## src/rtl/bdq_pkg.sv

```systemverilog
// Shared types, action and status codes, and controller/datapath bundles
// for the bounded deque. No dependencies.

package bdq_pkg;

    typedef logic        [2:0]  action_t;
    typedef logic signed [31:0] word_t;
    typedef logic        [1:0]  status_t;

    // Action codes; the unused codes behave as a query
    localparam action_t ACT_PUSH_FRONT = 3'd0;
    localparam action_t ACT_PUSH_BACK  = 3'd1;
    localparam action_t ACT_POP_FRONT  = 3'd2;
    localparam action_t ACT_POP_BACK   = 3'd3;
    localparam action_t ACT_REMOVE     = 3'd4;
    localparam action_t ACT_QUERY      = 3'd5;

    // Result status codes
    localparam status_t ST_DONE    = 2'd0;
    localparam status_t ST_FULL    = 2'd1;
    localparam status_t ST_EMPTY   = 2'd2;
    localparam status_t ST_MISSING = 2'd3;

    // Commands from controller to datapath
    typedef struct packed {
        logic load;         // latch the input beat
        logic exec;         // push/pop/query: update pointers and write
        logic scan_rd;      // read entry at scan offset
        logic scan_next;    // advance scan offset
        logic set_missing;  // flag value not found
        logic shift_rd;     // read entry after the hole
        logic shift_wr;     // move that entry into the hole, advance
        logic rm_commit;    // drop one entry after removal
        logic rd_front;     // read front slot
        logic rd_back;      // read back slot, capture front data
        logic cap_back;     // capture back data
        logic publish;      // load the result register
    } cmd_t;

    // Status from datapath to controller
    typedef struct packed {
        logic is_remove;    // latched action is a removal
        logic empty;        // no entries held
        logic match;        // read data equals the operand
        logic scan_last;    // scan offset is the last entry
        logic shift_last;   // no entry left to move after this one
        logic out_free;     // result register can take a beat
    } stat_t;

endpackage

```

## src/rtl/bdq_ram.sv

```systemverilog
// Generic single-write, single-read RAM with registered read data.
// No dependencies.

module bdq_ram #(
    parameter int WIDTH = 32,
    parameter int DEPTH = 16,
    localparam int AW = (DEPTH > 1) ? $clog2(DEPTH) : 1
) (
    input  logic             clk,
    input  logic             wr_en,
    input  logic [AW-1:0]    wr_addr,
    input  logic [WIDTH-1:0] wr_data,
    input  logic [AW-1:0]    rd_addr,
    output logic [WIDTH-1:0] rd_data
);

    logic [WIDTH-1:0] store_reg [DEPTH];
    logic [WIDTH-1:0] rd_data_reg;

    // Write one word, read one word a cycle
    always_ff @(posedge clk)
    begin
        if (wr_en)
        begin
            store_reg[wr_addr] <= wr_data;
        end
        rd_data_reg <= store_reg[rd_addr];
    end

    assign rd_data = rd_data_reg;

endmodule

```

## src/rtl/bdq_ctrl.sv

```systemverilog
// Sequencer for the bounded deque: steps each action through execute,
// scan, compaction, front/back readout and result hand-off. Uses bdq_pkg.

module bdq_ctrl (
    input  logic           clk,
    input  logic           rst_n,
    input  logic           in_valid,
    output logic           in_stall,
    input  bdq_pkg::stat_t stat,
    output bdq_pkg::cmd_t  cmd
);

    import bdq_pkg::*;

    typedef enum logic [3:0] {
        S_IDLE,
        S_EXEC,
        S_SCAN_RD,
        S_SCAN_CMP,
        S_SHIFT_RD,
        S_SHIFT_WR,
        S_COMMIT,
        S_RD_FRONT,
        S_RD_BACK,
        S_RD_WAIT,
        S_FINISH
    } state_t;

    state_t state_reg, state_next;
    logic   in_stall_reg, in_stall_next;

    // Next state and commands
    always_comb
    begin
        cmd           = '0;
        state_next    = state_reg;
        in_stall_next = in_stall_reg;
        case (state_reg)
            S_IDLE:
            begin
                if (in_valid)
                begin
                    cmd.load      = 1'b1;
                    in_stall_next = 1'b1;
                    state_next    = S_EXEC;
                end
            end
            S_EXEC:
            begin
                if (stat.is_remove)
                begin
                    if (stat.empty)
                    begin
                        cmd.set_missing = 1'b1;
                        state_next      = S_RD_FRONT;
                    end
                    else
                    begin
                        state_next = S_SCAN_RD;
                    end
                end
                else
                begin
                    cmd.exec   = 1'b1;
                    state_next = S_RD_FRONT;
                end
            end
            S_SCAN_RD:
            begin
                cmd.scan_rd = 1'b1;
                state_next  = S_SCAN_CMP;
            end
            S_SCAN_CMP:
            begin
                if (stat.match)
                begin
                    state_next = stat.scan_last ? S_COMMIT : S_SHIFT_RD;
                end
                else if (stat.scan_last)
                begin
                    cmd.set_missing = 1'b1;
                    state_next      = S_RD_FRONT;
                end
                else
                begin
                    cmd.scan_next = 1'b1;
                    state_next    = S_SCAN_RD;
                end
            end
            S_SHIFT_RD:
            begin
                cmd.shift_rd = 1'b1;
                state_next   = S_SHIFT_WR;
            end
            S_SHIFT_WR:
            begin
                cmd.shift_wr = 1'b1;
                state_next   = stat.shift_last ? S_COMMIT : S_SHIFT_RD;
            end
            S_COMMIT:
            begin
                cmd.rm_commit = 1'b1;
                state_next    = S_RD_FRONT;
            end
            S_RD_FRONT:
            begin
                if (stat.empty)
                begin
                    state_next = S_FINISH;
                end
                else
                begin
                    cmd.rd_front = 1'b1;
                    state_next   = S_RD_BACK;
                end
            end
            S_RD_BACK:
            begin
                cmd.rd_back = 1'b1;
                state_next  = S_RD_WAIT;
            end
            S_RD_WAIT:
            begin
                cmd.cap_back = 1'b1;
                state_next   = S_FINISH;
            end
            S_FINISH:
            begin
                if (stat.out_free)
                begin
                    cmd.publish   = 1'b1;
                    in_stall_next = 1'b0;
                    state_next    = S_IDLE;
                end
            end
            default:
            begin
                state_next    = S_IDLE;
                in_stall_next = 1'b0;
            end
        endcase
    end

    // Hold state and the registered input stall
    always_ff @(posedge clk or negedge rst_n)
    begin
        if (!rst_n)
        begin
            state_reg    <= S_IDLE;
            in_stall_reg <= 1'b0;
        end
        else
        begin
            state_reg    <= state_next;
            in_stall_reg <= in_stall_next;
        end
    end

    assign in_stall = in_stall_reg;

endmodule

```

## src/rtl/bdq_datapath.sv

```systemverilog
// Datapath for the bounded deque: circular entry RAM, front pointer,
// count, scan index and result register. Uses bdq_pkg and bdq_ram.

module bdq_datapath #(
    parameter int CAPACITY = 16,
    localparam int AW = (CAPACITY > 1) ? $clog2(CAPACITY) : 1,
    localparam int CW = $clog2(CAPACITY + 1)
) (
    input  logic             clk,
    input  logic             rst_n,
    input  bdq_pkg::cmd_t    cmd,
    output bdq_pkg::stat_t   stat,
    input  bdq_pkg::action_t action,
    input  bdq_pkg::word_t   operand_value,
    input  logic             out_stall,
    output logic             out_valid,
    output bdq_pkg::word_t   front_value,
    output bdq_pkg::word_t   back_value,
    output logic [CW-1:0]    entry_count,
    output logic             is_empty,
    output bdq_pkg::status_t status
);

    import bdq_pkg::*;

    // Physical slot of a logical offset from the front, wrapped once
    function automatic logic [AW-1:0] slot(input logic [AW-1:0] base,
                                           input logic [CW-1:0] off);
        logic [CW:0] sum;
        sum = (CW+1)'(base) + (CW+1)'(off);
        if (sum >= (CW+1)'(CAPACITY))
        begin
            sum = sum - (CW+1)'(CAPACITY);
        end
        return sum[AW-1:0];
    endfunction

    logic [AW-1:0] first_reg;
    logic [CW-1:0] count_reg;
    logic          out_valid_reg;
    logic [AW-1:0] idx_reg;
    action_t       act_reg;
    word_t         opnd_reg;
    status_t       sts_reg;
    word_t         front_cap_reg;
    word_t         back_cap_reg;
    word_t         front_value_reg;
    word_t         back_value_reg;
    logic [CW-1:0] entry_count_reg;
    logic          is_empty_reg;
    status_t       status_reg;

    logic [CW-1:0] idx_p1;
    logic [CW-1:0] cnt_m1;
    logic          full;
    logic          empty;
    logic          push_ok;
    logic [CW-1:0] rd_off;
    logic [CW-1:0] wr_off;
    logic [AW-1:0] rd_addr;
    logic [AW-1:0] wr_addr;
    logic [AW-1:0] pop_first;
    logic          wr_en;
    word_t         wr_data;
    word_t         rd_data;

    assign idx_p1    = CW'(idx_reg) + CW'(1);
    assign cnt_m1    = count_reg - CW'(1);
    assign full      = (count_reg == CW'(CAPACITY));
    assign empty     = (count_reg == '0);
    assign pop_first = slot(first_reg, CW'(1));

    // Read offset: scan entry, entry after the hole, front or back
    always_comb
    begin
        rd_off = '0;
        if (cmd.scan_rd)
        begin
            rd_off = CW'(idx_reg);
        end
        else if (cmd.shift_rd)
        begin
            rd_off = idx_p1;
        end
        else if (cmd.rd_front)
        begin
            rd_off = '0;
        end
        else if (cmd.rd_back)
        begin
            rd_off = cnt_m1;
        end
    end

    // Write offset: the hole during compaction, else the push slot
    always_comb
    begin
        if (cmd.shift_wr)
        begin
            wr_off = CW'(idx_reg);
        end
        else if (act_reg == ACT_PUSH_FRONT)
        begin
            wr_off = CW'(CAPACITY - 1);
        end
        else
        begin
            wr_off = count_reg;
        end
    end

    assign rd_addr = slot(first_reg, rd_off);
    assign wr_addr = slot(first_reg, wr_off);
    assign push_ok = cmd.exec && !full
                     && (act_reg == ACT_PUSH_FRONT || act_reg == ACT_PUSH_BACK);
    assign wr_en   = push_ok || cmd.shift_wr;
    assign wr_data = cmd.shift_wr ? rd_data : opnd_reg;

    bdq_ram #(
        .WIDTH (32),
        .DEPTH (CAPACITY)
    ) u_ram (
        .clk     (clk),
        .wr_en   (wr_en),
        .wr_addr (wr_addr),
        .wr_data (wr_data),
        .rd_addr (rd_addr),
        .rd_data (rd_data)
    );

    // Front pointer, count and result valid
    always_ff @(posedge clk or negedge rst_n)
    begin
        if (!rst_n)
        begin
            first_reg     <= '0;
            count_reg     <= '0;
            out_valid_reg <= 1'b0;
        end
        else
        begin
            if (cmd.exec)
            begin
                case (act_reg)
                    ACT_PUSH_FRONT:
                    begin
                        if (!full)
                        begin
                            first_reg <= wr_addr;
                            count_reg <= count_reg + CW'(1);
                        end
                    end
                    ACT_PUSH_BACK:
                    begin
                        if (!full)
                        begin
                            count_reg <= count_reg + CW'(1);
                        end
                    end
                    ACT_POP_FRONT:
                    begin
                        if (!empty)
                        begin
                            first_reg <= pop_first;
                            count_reg <= cnt_m1;
                        end
                    end
                    ACT_POP_BACK:
                    begin
                        if (!empty)
                        begin
                            count_reg <= cnt_m1;
                        end
                    end
                    default:
                    begin
                    end
                endcase
            end
            // Drop the removed entry; rewind the pointer when emptied
            if (cmd.rm_commit)
            begin
                count_reg <= cnt_m1;
                if (cnt_m1 == '0)
                begin
                    first_reg <= '0;
                end
            end
            if (cmd.publish)
            begin
                out_valid_reg <= 1'b1;
            end
            else if (!out_stall)
            begin
                out_valid_reg <= 1'b0;
            end
        end
    end

    // Latched beat, scan index, captures and result payload
    always_ff @(posedge clk)
    begin
        if (cmd.load)
        begin
            act_reg  <= action;
            opnd_reg <= operand_value;
            idx_reg  <= '0;
            sts_reg  <= ST_DONE;
        end
        if (cmd.exec)
        begin
            if (act_reg inside {ACT_PUSH_FRONT, ACT_PUSH_BACK})
            begin
                if (full)
                begin
                    sts_reg <= ST_FULL;
                end
            end
            else if (act_reg inside {ACT_POP_FRONT, ACT_POP_BACK})
            begin
                if (empty)
                begin
                    sts_reg <= ST_EMPTY;
                end
            end
        end
        if (cmd.set_missing)
        begin
            sts_reg <= ST_MISSING;
        end
        if (cmd.scan_next || cmd.shift_wr)
        begin
            idx_reg <= idx_reg + AW'(1);
        end
        if (cmd.rd_back)
        begin
            front_cap_reg <= rd_data;
        end
        if (cmd.cap_back)
        begin
            back_cap_reg <= rd_data;
        end
        if (cmd.publish)
        begin
            front_value_reg <= empty ? '0 : front_cap_reg;
            back_value_reg  <= empty ? '0 : back_cap_reg;
            entry_count_reg <= count_reg;
            is_empty_reg    <= empty;
            status_reg      <= sts_reg;
        end
    end

    // Status to the controller
    assign stat.is_remove  = (act_reg == ACT_REMOVE);
    assign stat.empty      = empty;
    assign stat.match      = (rd_data == opnd_reg);
    assign stat.scan_last  = (idx_p1 == count_reg);
    assign stat.shift_last = ((CW+1)'(idx_reg) + (CW+1)'(2)) >= (CW+1)'(count_reg);
    assign stat.out_free   = !out_valid_reg || !out_stall;

    assign out_valid   = out_valid_reg;
    assign front_value = front_value_reg;
    assign back_value  = back_value_reg;
    assign entry_count = entry_count_reg;
    assign is_empty    = is_empty_reg;
    assign status      = status_reg;

endmodule

```

## src/rtl/bounded_deque_with_remove.sv

```systemverilog
// Top level of the bounded deque with value removal.
// Uses bdq_pkg, bdq_ctrl and bdq_datapath.
//
//   channel | direction | handshake          | payload
//   --------+-----------+--------------------+---------------------------------------
//   in      | into      | in_valid/in_stall  | action, operand_value
//   out     | out of    | out_valid/out_stall| front_value, back_value, entry_count,
//           |           |                    | is_empty, status
//
// One beat in gives one beat out. Push, pop and query step through execute and the
// front/back readout; remove scans the held entries and, when the value is found,
// moves each later entry into the hole, one RAM read per scanned or moved entry.
// An action that leaves the store empty skips the front/back readout.
// Reset is asynchronous; the store needs no clearing and the block is ready at once.
// A stalled result sits in the output register while the next beat is taken and
// worked; only its own hand-off waits.

module bounded_deque_with_remove #(
    parameter int CAPACITY = 16,
    localparam int CW = $clog2(CAPACITY + 1)
) (
    input  logic             clk,
    input  logic             rst_n,
    input  logic             in_valid,
    output logic             in_stall,
    input  bdq_pkg::action_t action,
    input  bdq_pkg::word_t   operand_value,
    output logic             out_valid,
    input  logic             out_stall,
    output bdq_pkg::word_t   front_value,
    output bdq_pkg::word_t   back_value,
    output logic [CW-1:0]    entry_count,
    output logic             is_empty,
    output bdq_pkg::status_t status
);

    import bdq_pkg::*;

    cmd_t  cmd;
    stat_t stat;

    bdq_ctrl u_ctrl (
        .clk      (clk),
        .rst_n    (rst_n),
        .in_valid (in_valid),
        .in_stall (in_stall),
        .stat     (stat),
        .cmd      (cmd)
    );

    bdq_datapath #(
        .CAPACITY (CAPACITY)
    ) u_dp (
        .clk           (clk),
        .rst_n         (rst_n),
        .cmd           (cmd),
        .stat          (stat),
        .action        (action),
        .operand_value (operand_value),
        .out_stall     (out_stall),
        .out_valid     (out_valid),
        .front_value   (front_value),
        .back_value    (back_value),
        .entry_count   (entry_count),
        .is_empty      (is_empty),
        .status        (status)
    );

`ifndef ASSERT_OFF
    // An accepted beat closes the input until its result is loaded into the output register
    a_stall_after_accept: assert property (@(posedge clk) disable iff (!rst_n)
        (in_valid && !in_stall) |=> in_stall)
        else $error("input not stalled after accepting a beat");

    // A result is never loaded over one still waiting
    a_publish_free: assert property (@(posedge clk) disable iff (!rst_n)
        cmd.publish |-> (!out_valid || !out_stall))
        else $error("result register overwritten while stalled");

    // Count and empty flag agree and stay in range
    a_count_flag: assert property (@(posedge clk) disable iff (!rst_n)
        out_valid |-> ((is_empty == (entry_count == '0))
                       && (entry_count <= CW'(CAPACITY))))
        else $error("entry count and empty flag disagree");

    // An empty store reports zero at both ends
    a_empty_zero: assert property (@(posedge clk) disable iff (!rst_n)
        (out_valid && is_empty) |-> (front_value == '0 && back_value == '0))
        else $error("nonzero front or back on empty result");
`endif

endmodule

```

## config.mk

```make
export PLATFORM = sky130hd
export DESIGN_NAME = bounded_deque_with_remove
export DESIGN_NICKNAME = d
export VERILOG_FILES = /design/src/rtl/bdq_pkg.sv /design/src/rtl/bdq_ram.sv /design/src/rtl/bdq_ctrl.sv /design/src/rtl/bdq_datapath.sv /design/src/rtl/bounded_deque_with_remove.sv
export SDC_FILE = /design/constraint.sdc
export NUM_CORES = 1
export LEC_CHECK = 0
export ABC_AREA = 1
export BUFFER_PORTS_ARGS = -buffer_cell sky130_fd_sc_hd__buf_2
export CAP_MARGIN = 15
export CORE_MARGIN = 5
export CORE_UTILIZATION = 41
export CTS_BUF_LIST = sky130_fd_sc_hd__clkbuf_8
export DETAILED_ROUTE_END_ITERATION = 16
export MAX_ROUTING_LAYER = met4
export PLACE_DENSITY_LB_ADDON = 0.12
export SYNTH_ARGS = -nofsm -noshare
export SYNTH_HDL_FRONTEND = slang
export SYNTH_SLANG_ARGS = --single-unit
```

## constraint.sdc

```tcl
create_clock -name clk -period 8.5 [get_ports clk]
set_input_delay 0 -clock clk [delete_from_list [all_inputs] [get_ports clk]]
set_output_delay 0 -clock clk [all_outputs]
set_load 0.05 [all_outputs]
```

### Yosys cells after proc, flatten, opt, wreduce, memory -nomap -nowiden

Memory sizes are Yosys's and may differ from the RTL's. A register that Yosys moved wholly into a read port is not among the register bits.
Cells that the tools add are included.

* $add $sub $neg: 11
* $lt $le $gt $ge: 4
* equal/unequal tests: 22
* multiplexer cells: 67
* bitwise operators: 1
* reductions and logical operators: 24

Operators by type and width (count)
* $mux 4: 14
* $mux 5: 10
* $pmux 4 s11: 1
* $eq 32x32->1: 1
* $mux 32: 1
* $mux 1: 25
* $mux 2: 10
* $eq 4x3->1 const B: 4
* $add 4x5->6: 2
* $eq 4x4->1 const B: 3
* $ge 6x5->1 const B: 2
* $sub 4x1->4 const B: 3
* $add 4x1->5 const B: 2
* $logic_not 5->1: 2
* $pmux 5 s2: 1
* $reduce_or 9->1: 1
* $eq 4x2->1 const B: 2
* $pmux 4 s2: 1
* $reduce_bool 2->1: 4
* $eq 3x2->1 const B: 2
* $ge 6x5->1: 1
* $mux 3: 2
* $ne 3x3->1 const B: 2
* $add 4x2->5 const B: 1
* 24 further kinds: 32

* register bits: 192
* RAM bits: 512
* output and inout bits: 74
* word-level logic and storage cells: 146
* memories: 1

Memories
* u_dp.u_ram.store_reg: words 16, width 32, rd ports 1, clocked after Yosys merged registers in 1, write ports 1, line bdq_ram.sv:17 `logic [WIDTH-1:0] store_reg [DEPTH];`

### Depth between registers and ports, before layout

Gate-level depths: netlist of the first run.

* word-level depth: 11
* gate-level depth with buffers: 19

### Cells and area by module

From an unflattened synthesis of the first run, not the netlist that was laid out.

* cell total of the unflattened synthesis: 2905
* area, all modules: 31376.3 sq um

By module, submodules not included
* bdq_ram: instances 1, cells each 2122, area an instance 22745.6 sq um, seq. area each 16015.4 sq um
* bdq_datapath: instances 1, cells each 709, area an instance 8187.9 sq um, seq. area each 5545.3 sq um
* bdq_ctrl: instances 1, cells each 74, area an instance 442.9 sq um, seq. area each 125.1 sq um

### Least setup slack after synthesis of the first run

Ideal clock, no wire load.

* kind: reg2reg
* start: register u_dp.out_valid_reg (netlist: u_dp.out_valid)
* end: register u_dp.back_value_reg[0] (netlist: u_dp.back_value[0]), enable pin
* data arrival time: 3.757 ns
* required time: 7.998 ns
* setup slack: 4.241 ns
* stages on the path, launching flop included: 4
* path buffers: 0
* path through: dfrtp_1 -> nand2_1 -> inv_1 -> nor2_1

RTL lines
* start, declared: line bdq_datapath.sv:40 `logic out_valid_reg;`
* start signal, assigned: line bdq_datapath.sv:138 `out_valid_reg <= 1'b0;`
* start signal, assigned: line bdq_datapath.sv:191 `out_valid_reg <= 1'b1;`
* start signal, assigned: line bdq_datapath.sv:195 `out_valid_reg <= 1'b0;`
* end signal, assigned: line bdq_datapath.sv:246 `back_value_reg <= empty ? '0 : back_cap_reg;`
* end, declared: line bdq_datapath.sv:48 `word_t back_value_reg;`

### Worst setup path in the final report of the first run

* start: register u_ctrl.state_reg[1]
* end: register u_dp.u_ram.rd_data_reg[28] (netlist: u_dp.u_ram.rd_data[28]), read port of u_dp.u_ram.store_reg

* word-level cells in the longest chain between the ends: 9
* elaborated cells between the ends (all ways): 16
* classes of those cells: add/sub: 2; order compare: 1; eq/ne: 4; mux: 9

RTL lines
* start, declared: line bdq_ctrl.sv:29 `state_t state_reg, state_next;`
* start signal, assigned: line bdq_ctrl.sv:154 `state_reg <= state_next;`
* $eq 4x4->1: line bdq_ctrl.sv:38 `case (state_reg)`
* $mux 1: line bdq_ctrl.sv:38
* $mux 5: line bdq_datapath.sv:89 `else if (cmd.rd_back)`
* $mux 5: line bdq_datapath.sv:85 `else if (cmd.rd_front)`
* $mux 5: line bdq_datapath.sv:81 `else if (cmd.shift_rd)`
* $mux 5 (*): line bdq_datapath.sv:77 `if (cmd.scan_rd)`
* $add 4x5->6 (*): line bdq_datapath.sv:30 `sum = (CW+1)'(base) + (CW+1)'(off);`
* $ge 6x5->1 or $sub 4x1->4 (tied branches): line bdq_datapath.sv:31, bdq_datapath.sv:33
* $mux 4 (*): line bdq_datapath.sv:31 `if (sum >= (CW+1)'(CAPACITY))`
* end, declared: line bdq_ram.sv:18 `logic [WIDTH-1:0] rd_data_reg;`

Mark *: on every way between the ends. The rest lies on a longest branch, timed or not.
A chain may end at the register's enable or synchronous reset.

==> metrics.txt, run 1 <==
# TYPE chip_impl_metric gauge
chip_impl_metric{name="chipWidth",unit="um"} 279
chip_impl_metric{name="fraction_of_the_yosys_area_taken_by_sequential_cells",unit="%"} 73.1
chip_impl_info{name="cts_tree",value="built"} 1
chip_impl_metric{name="cap_violations",unit=""} 0
chip_impl_metric{name="post_cts_buffers",unit=""} 0
chip_impl_metric{name="antenna_violations_before_repair",unit=""} 1
chip_impl_info{name="setup.worst_path.start_class",value="flip-flop"} 1
chip_impl_info{name="endpoint",value="u_dp.u_ram.rd_data[28]$_DFF_P_"} 1
chip_impl_metric{name="floorplan.die_area",unit="um2"} 77800
chip_impl_metric{name="synth.top_cell.area_share",unit="%"} 69.5
chip_impl_metric{name="final_min_period_over_clock_period",unit="%"} 69.2
chip_impl_metric{name="detailroute.wirelength.met3",unit="um"} 4490
chip_impl_metric{name="max_clock_freq",unit="GHz"} 0.170
chip_impl_metric{name="edff_count_synth",unit=""} 687
chip_impl_metric{name="mappedNetlistNets",unit=""} 2439
chip_impl_metric{name="yosys.cell_types.count",unit=""} 46
chip_impl_metric{name="wl",unit="um"} 76000
chip_impl_metric{name="setup.reg_to_reg.worst_slack",unit="ps"} 2620
chip_impl_metric{name="synth_async_sr_flop_share",unit="%"} 2.04
chip_impl_metric{name="place.port_buffers",unit=""} 112
chip_impl_metric{name="tightest_slew",unit="ps"} 1100
chip_impl_metric{name="clock_latency",unit="ps"} 710
chip_impl_metric{name="largest_register_ffs",unit=""} 512
chip_impl_metric{name="clk_pin_slew_worst_paths",unit="ps"} 60
chip_impl_info{name="highest_signal_layer",value="met4"} 1
chip_impl_info{name="cpMaxStageDelayCell",value="sky130_fd_sc_hd__fa_4"} 1
chip_impl_info{name="synth_top_flop_cell",value="sky130_fd_sc_hd__edfxtp_1"} 1
chip_impl_info{name="commonest_non_fill_non_tap_cell_in_the_layout",value="sky130_fd_sc_hd__edfxtp_1"} 1
chip_impl_metric{name="cts.hold.buffers_added",unit=""} 71
chip_impl_metric{name="setup_viol",unit=""} 0
chip_impl_metric{name="post-place-cells",unit=""} 3361
chip_impl_metric{name="worstPathRequired",unit="ps"} 9130
chip_impl_info{name="mostFrequentLayoutCells",value="sky130_fd_sc_hd__edfxtp_1, sky130_fd_sc_hd__nor2_1, sky130_fd_sc_hd__nand2_1"} 1
chip_impl_metric{name="final_layout_size_suffix_gt1_share",unit="%"} 15.0
chip_impl_metric{name="drcViolationCount",unit=""} 0
chip_impl_metric{name="via_count",unit=""} 18752
chip_impl_info{name="reg2reg_to",value="u_dp.u_ram.rd_data[28]$_DFF_P_"} 1
chip_impl_metric{name="grt_pass1_vias",unit=""} 18166
chip_impl_metric{name="final_cell_count_no_fill",unit=""} 3658
chip_impl_info{name="worst_hold_path_type",value="input pin to flip-flop"} 1
chip_impl_metric{name="pin_count_of_the_biggest_net_entering_global_routing",unit=""} 132
chip_impl_metric{name="yosys_warnings",unit=""} 0
chip_impl_metric{name="post_cts_resize_count",unit=""} 0
chip_impl_metric{name="timing.slew.headroom",unit="%"} 26.5
chip_impl_metric{name="htree_num_levels",unit=""} 3
chip_impl_metric{name="finalCriticalPeriod",unit="ps"} 5880
chip_impl_metric{name="placementRows",unit=""} 98
chip_impl_metric{name="fillerInstances",unit=""} 6387
chip_impl_metric{name="critical_path_cell_count",unit=""} 18
chip_impl_metric{name="wl_per_cell",unit="um"} 20.8
chip_impl_metric{name="postSynthRegisterBits",unit=""} 736
chip_impl_metric{name="initial_core_util",unit="%"} 41.4
chip_impl_metric{name="fp.coreArea",unit="um2"} 71600
chip_impl_metric{name="finalMaxSlewViolations",unit=""} 0
chip_impl_metric{name="fin_setup_tns",unit="ps"} 0
chip_impl_metric{name="met2WireLength",unit="um"} 34900
chip_impl_info{name="cpLargestDelayFamily",value="buffers and inverters"} 1
chip_impl_metric{name="hpwl",unit="um"} 39900
chip_impl_metric{name="finalHoldViolations",unit=""} 0
chip_impl_metric{name="cpPeakStageDelay",unit="ps"} 1370
chip_impl_metric{name="number_of_instances_in_the_synthesized_netlist",unit=""} 2380
chip_impl_metric{name="routedLengthMet1",unit="um"} 35000
chip_impl_metric{name="gr_overflow_total",unit=""} 0
chip_impl_metric{name="crit_buf_inv",unit=""} 5
chip_impl_metric{name="cts-buffers-inserted",unit=""} 120
chip_impl_metric{name="route.detailed.vias_per_inst",unit=""} 5.13
chip_impl_metric{name="area_growth",unit="%"} 16.2
chip_impl_info{name="crit_path_cell_trace",value="nor2_2, nand2_2, nor2_4, buf_4, a221o_1, o21ai_0, inv_1, ha_4, inv_1, fa_4, clkinv_2, buf_4, nor2_1, o21ai_1, and3b_1, a31oi_1, nand2_1, nand2_1"} 1
chip_impl_metric{name="worst_r2r_path_depth",unit=""} 18
chip_impl_info{name="regToRegStartpoint",value="u_ctrl.state_reg[1]$_DFFE_PN0P_"} 1
chip_impl_metric{name="maximum_root_to_sink_buffer_count",unit=""} 3
chip_impl_info{name="synthTopCellsByArea",value="sky130_fd_sc_hd__edfxtp_1, sky130_fd_sc_hd__nor2_1, sky130_fd_sc_hd__nand2_1, sky130_fd_sc_hd__o21ai_0, sky130_fd_sc_hd__dfxtp_1"} 1
chip_impl_info{name="crit_start",value="u_ctrl.state_reg[1]$_DFFE_PN0P_"} 1
chip_impl_metric{name="nNetsFinal",unit=""} 2663
chip_impl_metric{name="dieHeight",unit="um"} 279
chip_impl_metric{name="worstPathArrival",unit="ps"} 6510
chip_impl_info{name="clock-root-buffer",value="sky130_fd_sc_hd__clkbuf_8"} 1
chip_impl_metric{name="globalRouteTotalUtil",unit="%"} 19.8
chip_impl_info{name="timing.critical_path.to_type",value="flip-flop"} 1
chip_impl_metric{name="place_congestion",unit=""} 0.838
chip_impl_info{name="criticalPathCategory",value="flip-flop to flip-flop"} 1
chip_impl_metric{name="io_pins",unit=""} 113
chip_impl_metric{name="finalClockSkew",unit="ps"} 22.7
chip_impl_metric{name="synthesis.area_per_instance",unit="um2"} 12.5
chip_impl_metric{name="timing.critical_path.fanout_max",unit=""} 61
chip_impl_metric{name="syn_area",unit="um2"} 29700
chip_impl_info{name="status",value="finished, final reports clean"} 1
chip_impl_metric{name="first_pass_grt_wire_length",unit="um"} 114000
chip_impl_metric{name="clkSinkCount",unit=""} 736
chip_impl_info{name="rsz_0062_raised_after_global_routing",value="no"} 1
chip_impl_info{name="synth_top_area_cell",value="sky130_fd_sc_hd__edfxtp_1"} 1
chip_impl_metric{name="detailedRoute.firstPassIterationCount",unit=""} 5
chip_impl_metric{name="drtIter0Drc",unit=""} 1499
chip_impl_metric{name="route.antenna.remaining_nets",unit=""} 0
==> metal layers <==
metal	GRT usage (%)	vias to the layer above
met3	2.98	120
met1	27.4	9204
met2	30.7	577
met5	-	-
li1	-	8851
met4	5.76	0
==> synthesized netlist by cell type, types with 2 or more instances <==
library cell	instances
sky130_fd_sc_hd__o22ai_1	67
sky130_fd_sc_hd__nand2_2	6
sky130_fd_sc_hd__o21ai_1	54
sky130_fd_sc_hd__nor2_2	4
sky130_fd_sc_hd__nand3_1	62
sky130_fd_sc_hd__nand2_1	320
sky130_fd_sc_hd__nand4_1	4
sky130_fd_sc_hd__xnor2_1	25
sky130_fd_sc_hd__o211ai_1	5
sky130_fd_sc_hd__mux2_2	32
sky130_fd_sc_hd__inv_2	11
sky130_fd_sc_hd__nor3_1	3
sky130_fd_sc_hd__ha_1	18
sky130_fd_sc_hd__fa_1	2
sky130_fd_sc_hd__dfxtp_1	34
sky130_fd_sc_hd__a22oi_1	2
sky130_fd_sc_hd__nor2_4	2
sky130_fd_sc_hd__a21oi_1	16
sky130_fd_sc_hd__inv_1	129
sky130_fd_sc_hd__xor2_1	10
sky130_fd_sc_hd__buf_1	10
sky130_fd_sc_hd__edfxtp_1	687
sky130_fd_sc_hd__buf_2	51
sky130_fd_sc_hd__dfrtp_1	15
sky130_fd_sc_hd__nor2_1	437
sky130_fd_sc_hd__a31oi_1	33
sky130_fd_sc_hd__buf_6	7
sky130_fd_sc_hd__clkbuf_1	44
sky130_fd_sc_hd__o21bai_1	3
sky130_fd_sc_hd__buf_4	9
sky130_fd_sc_hd__nand2_4	2
sky130_fd_sc_hd__o21ai_0	230
sky130_fd_sc_hd__o31ai_1	2
sky130_fd_sc_hd__and3b_1	32
==> worst min-delay path by stage <==
stage | startpoint | end | depth (start not counted)
CTS | out_stall | u_dp.out_valid$_DFFE_PN0P_ | 4
global placement | rst_n | u_dp.first_reg[2]$_DFF_PN0_ | 1
detailed placement | rst_n | u_dp.first_reg[1]$_DFF_PN0_ | 1
finish | out_stall | u_dp.out_valid$_DFFE_PN0P_ | 4
floorplan | rst_n | u_ctrl.in_stall$_DFFE_PN0P_ | 0
global route | out_stall | u_dp.out_valid$_DFFE_PN0P_ | 4
==> area by class of cell <==
cell class	instances	area, um2	area share (%)
clock inverters	69	317	0.918
inverters	140	532	1.54
clock buffers	156	2150	6.23
multi-input cells	1383	7030	20.4
flip-flops and latches	736	21700	62.9
repair buffers	223	1580	4.59
diodes	1	2.50	0.00726
well taps	950	1190	3.45
==> cells by family after synthesis <==
kind of cell	synth area share [%]
xor+xnor	1.09
flops	73.1
buf+inv	3.81
mux	1.21
simple gates	12.2
fa+ha+maj	0.894
compound gates	7.67
==> worst register-to-register path, stage by stage (launching register included) <==
cell and delay (ps):
sky130_fd_sc_hd__dfrtp_1 450, sky130_fd_sc_hd__nor2_2 200, sky130_fd_sc_hd__nand2_2 160, sky130_fd_sc_hd__nor2_4 100
sky130_fd_sc_hd__buf_4 420, sky130_fd_sc_hd__a221o_1 230, sky130_fd_sc_hd__o21ai_0 90, sky130_fd_sc_hd__inv_1 110
sky130_fd_sc_hd__ha_4 130, sky130_fd_sc_hd__inv_1 50, sky130_fd_sc_hd__fa_4 1370, sky130_fd_sc_hd__clkinv_2 1090
sky130_fd_sc_hd__buf_4 670, sky130_fd_sc_hd__nor2_1 170, sky130_fd_sc_hd__o21ai_1 70, sky130_fd_sc_hd__and3b_1 220
sky130_fd_sc_hd__a31oi_1 130, sky130_fd_sc_hd__nand2_1 70, sky130_fd_sc_hd__nand2_1 80
==> metrics by stage <==
step                      cell area [um2]  setup slack (ps)  utilization (%)  hold WS [ps]
after floorplan                     29700              4240                -          -296
after global placement              31300              2640             43.7         -42.0
after detailed placement            31300              2630             43.7         -40.2
after CTS                           34500              2620             48.2          5.45
after global routing                34500              2190             48.2          61.4
final                               34500              2620             48.2          76.3
Power of run 1 is left out: the tool's default activity adds up to more than one toggle a clock period on the data nets, which glitch-free logic cannot reach.
==> run 2, diff against run 1 <==
- clock period: 8.5 -> 5.02 ns (I/O delays scaled with it)
==> metrics.txt, run 2 (same netlist as run 1, synthesis figures left out) <==
# TYPE chip_impl_metric gauge
chip_impl_info{name="status",value="finished, final reports clean"} 1
chip_impl_metric{name="whs_path_depth",unit=""} 4
chip_impl_metric{name="timing.slew.headroom",unit="%"} 29.3
chip_impl_info{name="timing.critical_path.to_type",value="flip-flop"} 1
chip_impl_metric{name="place_worst_setup_slack",unit="ps"} 818
chip_impl_metric{name="fin_setup_tns",unit="ps"} 0
chip_impl_metric{name="io_pins",unit=""} 113
chip_impl_metric{name="initial_core_util",unit="%"} 41.4
chip_impl_info{name="crit_path_frequent_cell",value="sky130_fd_sc_hd__inv_1"} 1
chip_impl_metric{name="finalClockSkew",unit="ps"} 29.9
chip_impl_metric{name="htree_num_levels",unit=""} 3
chip_impl_metric{name="first_pass_grt_wire_length",unit="um"} 115000
chip_impl_metric{name="finalCriticalPeriod",unit="ps"} 4220
chip_impl_metric{name="max_clock_freq",unit="GHz"} 0.237
chip_impl_metric{name="worstPathRequired",unit="ps"} 5400
chip_impl_metric{name="timing.critical_path.fanout_max",unit=""} 22
chip_impl_metric{name="clkSinkCount",unit=""} 736
chip_impl_metric{name="clk_pin_slew_worst_paths",unit="ps"} 60
chip_impl_metric{name="cap_violations",unit=""} 0
chip_impl_metric{name="worst_r2r_path_depth",unit=""} 13
chip_impl_metric{name="placementRows",unit=""} 98
chip_impl_metric{name="route.detailed.vias_per_inst",unit=""} 5.14
chip_impl_metric{name="fp.coreArea",unit="um2"} 71600
chip_impl_info{name="global_route.peak_usage_layer",value="met2"} 1
chip_impl_metric{name="fin_ws",unit="ps"} 797
chip_impl_info{name="setup.worst_path.start_class",value="flip-flop"} 1
chip_impl_metric{name="worstPathArrival",unit="ps"} 4600
chip_impl_metric{name="drcViolationCount",unit=""} 0
chip_impl_metric{name="setup_viol",unit=""} 0
chip_impl_metric{name="nNetsFinal",unit=""} 2673
chip_impl_info{name="worst_hold_path_type",value="input pin to flip-flop"} 1
chip_impl_info{name="clock-root-buffer",value="sky130_fd_sc_hd__clkbuf_8"} 1
chip_impl_metric{name="fin_hold_ws",unit="ps"} 73.3
chip_impl_metric{name="antenna_violations_before_repair",unit=""} 1
chip_impl_metric{name="wl_per_cell",unit="um"} 20.9
chip_impl_metric{name="global_route.usage.met3",unit="%"} 3.64
chip_impl_info{name="cts_tree",value="built"} 1
chip_impl_metric{name="final_layout_size_suffix_gt1_share",unit="%"} 14.8
chip_impl_info{name="cpMaxStageDelayCell",value="sky130_fd_sc_hd__dfrtp_1"} 1
chip_impl_metric{name="wl",unit="um"} 76700
chip_impl_metric{name="route.antenna.remaining_nets",unit=""} 0
chip_impl_metric{name="clock_latency",unit="ps"} 710
chip_impl_metric{name="globalRouteTotalUtil",unit="%"} 20.0
chip_impl_info{name="mostFrequentLayoutCells",value="sky130_fd_sc_hd__edfxtp_1, sky130_fd_sc_hd__nor2_1, sky130_fd_sc_hd__nand2_1"} 1
chip_impl_metric{name="tightest_slew",unit="ps"} 1060
chip_impl_metric{name="floorplan.die_area",unit="um2"} 77800
chip_impl_metric{name="maximum_root_to_sink_buffer_count",unit=""} 3
chip_impl_metric{name="dieHeight",unit="um"} 279
chip_impl_metric{name="grt_pass1_vias",unit=""} 18197
chip_impl_metric{name="drtIter0Drc",unit=""} 1472
chip_impl_info{name="rsz_0062_raised_after_global_routing",value="no"} 1
chip_impl_metric{name="via_count",unit=""} 18849
chip_impl_metric{name="chipWidth",unit="um"} 279
chip_impl_info{name="crit_path_cell_trace",value="inv_2, nor2_1, nand2_2, nand2_1, inv_1, a22oi_1, ha_1, inv_1, fa_1, xor2_1, nand3_1, nor2_4, buf_12"} 1
chip_impl_metric{name="global_route_met2_utilization",unit="%"} 30.6
chip_impl_metric{name="cpPeakStageDelay",unit="ps"} 630
chip_impl_metric{name="pin_count_of_the_biggest_net_entering_global_routing",unit=""} 99
chip_impl_metric{name="post_cts_buffers",unit=""} 0
chip_impl_metric{name="gr_overflow_total",unit=""} 0
chip_impl_metric{name="grt.met1_usage",unit="%"} 27.6
chip_impl_metric{name="area_growth",unit="%"} 16.6
chip_impl_info{name="commonest_non_fill_non_tap_cell_in_the_layout",value="sky130_fd_sc_hd__edfxtp_1"} 1
chip_impl_metric{name="hpwl",unit="um"} 41900
chip_impl_metric{name="cts-buffers-inserted",unit=""} 119
chip_impl_metric{name="place.port_buffers",unit=""} 112
chip_impl_metric{name="finalHoldViolations",unit=""} 0
chip_impl_metric{name="final_min_period_over_clock_period",unit="%"} 84.1
chip_impl_metric{name="detailedRoute.firstPassIterationCount",unit=""} 6
chip_impl_metric{name="place_congestion",unit=""} 0.847
chip_impl_metric{name="post_cts_resize_count",unit=""} 0
chip_impl_metric{name="finalMaxSlewViolations",unit=""} 0
chip_impl_info{name="criticalPathCategory",value="flip-flop to flip-flop"} 1
chip_impl_metric{name="largest_register_ffs",unit=""} 512
-- run 2: cell types whose count changed in the layout (fill, tap and decap cells not counted), sizes merged, moves of 4 or more --
cell    previous run  this run
bufinv             1         5
clkinv            31        35
buf              152       162
inv              176       186
clkbuf           156       134
-- run 2: layout make-up --
class,instances,area [um2]
diodes,1,2.50
clock buffers,134,1840
clock inverters,86,490
fillers,6392,37000
inverters,140,532
multi-input cells,1383,7030
flip-flops and latches,736,21700
well taps,950,1190
repair buffers,234,1830
-- run 2: final timing paths --
kind	from	to	slack (ps)
hold reg to reg	u_dp.sts_reg[0]$_SDFF_PP1_	u_dp.status[0]$_DFFE_PP_	440
min in group asynchronous	rst_n	u_dp.count_reg[1]$_DFFE_PN0P_	440
hold / removal	out_stall	u_dp.out_valid$_DFFE_PN0P_	70
setup / recovery	u_ctrl.state_reg[0]$_DFFE_PN0P_	u_dp.u_ram.store_reg[10][20]$_DFFE_PP_	800
setup reg to reg	u_ctrl.state_reg[0]$_DFFE_PN0P_	u_dp.u_ram.store_reg[10][20]$_DFFE_PP_	800
max in group asynchronous	rst_n	u_dp.first_reg[3]$_DFF_PN0_	4080
-- run 2: timing repair --
item	CTS	global route
endpoints found under the hold margin	71	0
setup endpoints to repair	0	0
hold buffers	72	0
-- run 2: metal layers --
metal | vias to the layer above | part of all wire, %
met3 | 107 | 6.8
met1 | 9274 | 45
li1 | 8857 | -
met4 | 0 | 2.1
met2 | 611 | 46
met5 | - | 0
-- run 2: per-stage QoR --
step | instance area, um2 | util (%) | std cells
finish | 34600 | 48.3 | 3664
global route | 34600 | 48.3 | 3664
CTS | 34600 | 48.3 | 3663
detailed placement | 31500 | 44.1 | 3371
global placement | 31500 | 44.1 | 3371
floorplan | 29700 | - | 2380
-- run 2: worst max-delay path, delay by kind of cell, from the launching register on --
family,cells,cell delay [ps]
compound gates,1,200
buf+inv,4,560
xor+xnor,1,350
fa+ha+maj,2,610
flops,1,630
simple gates,5,1540
Power of run 2 is left out for the same reason.
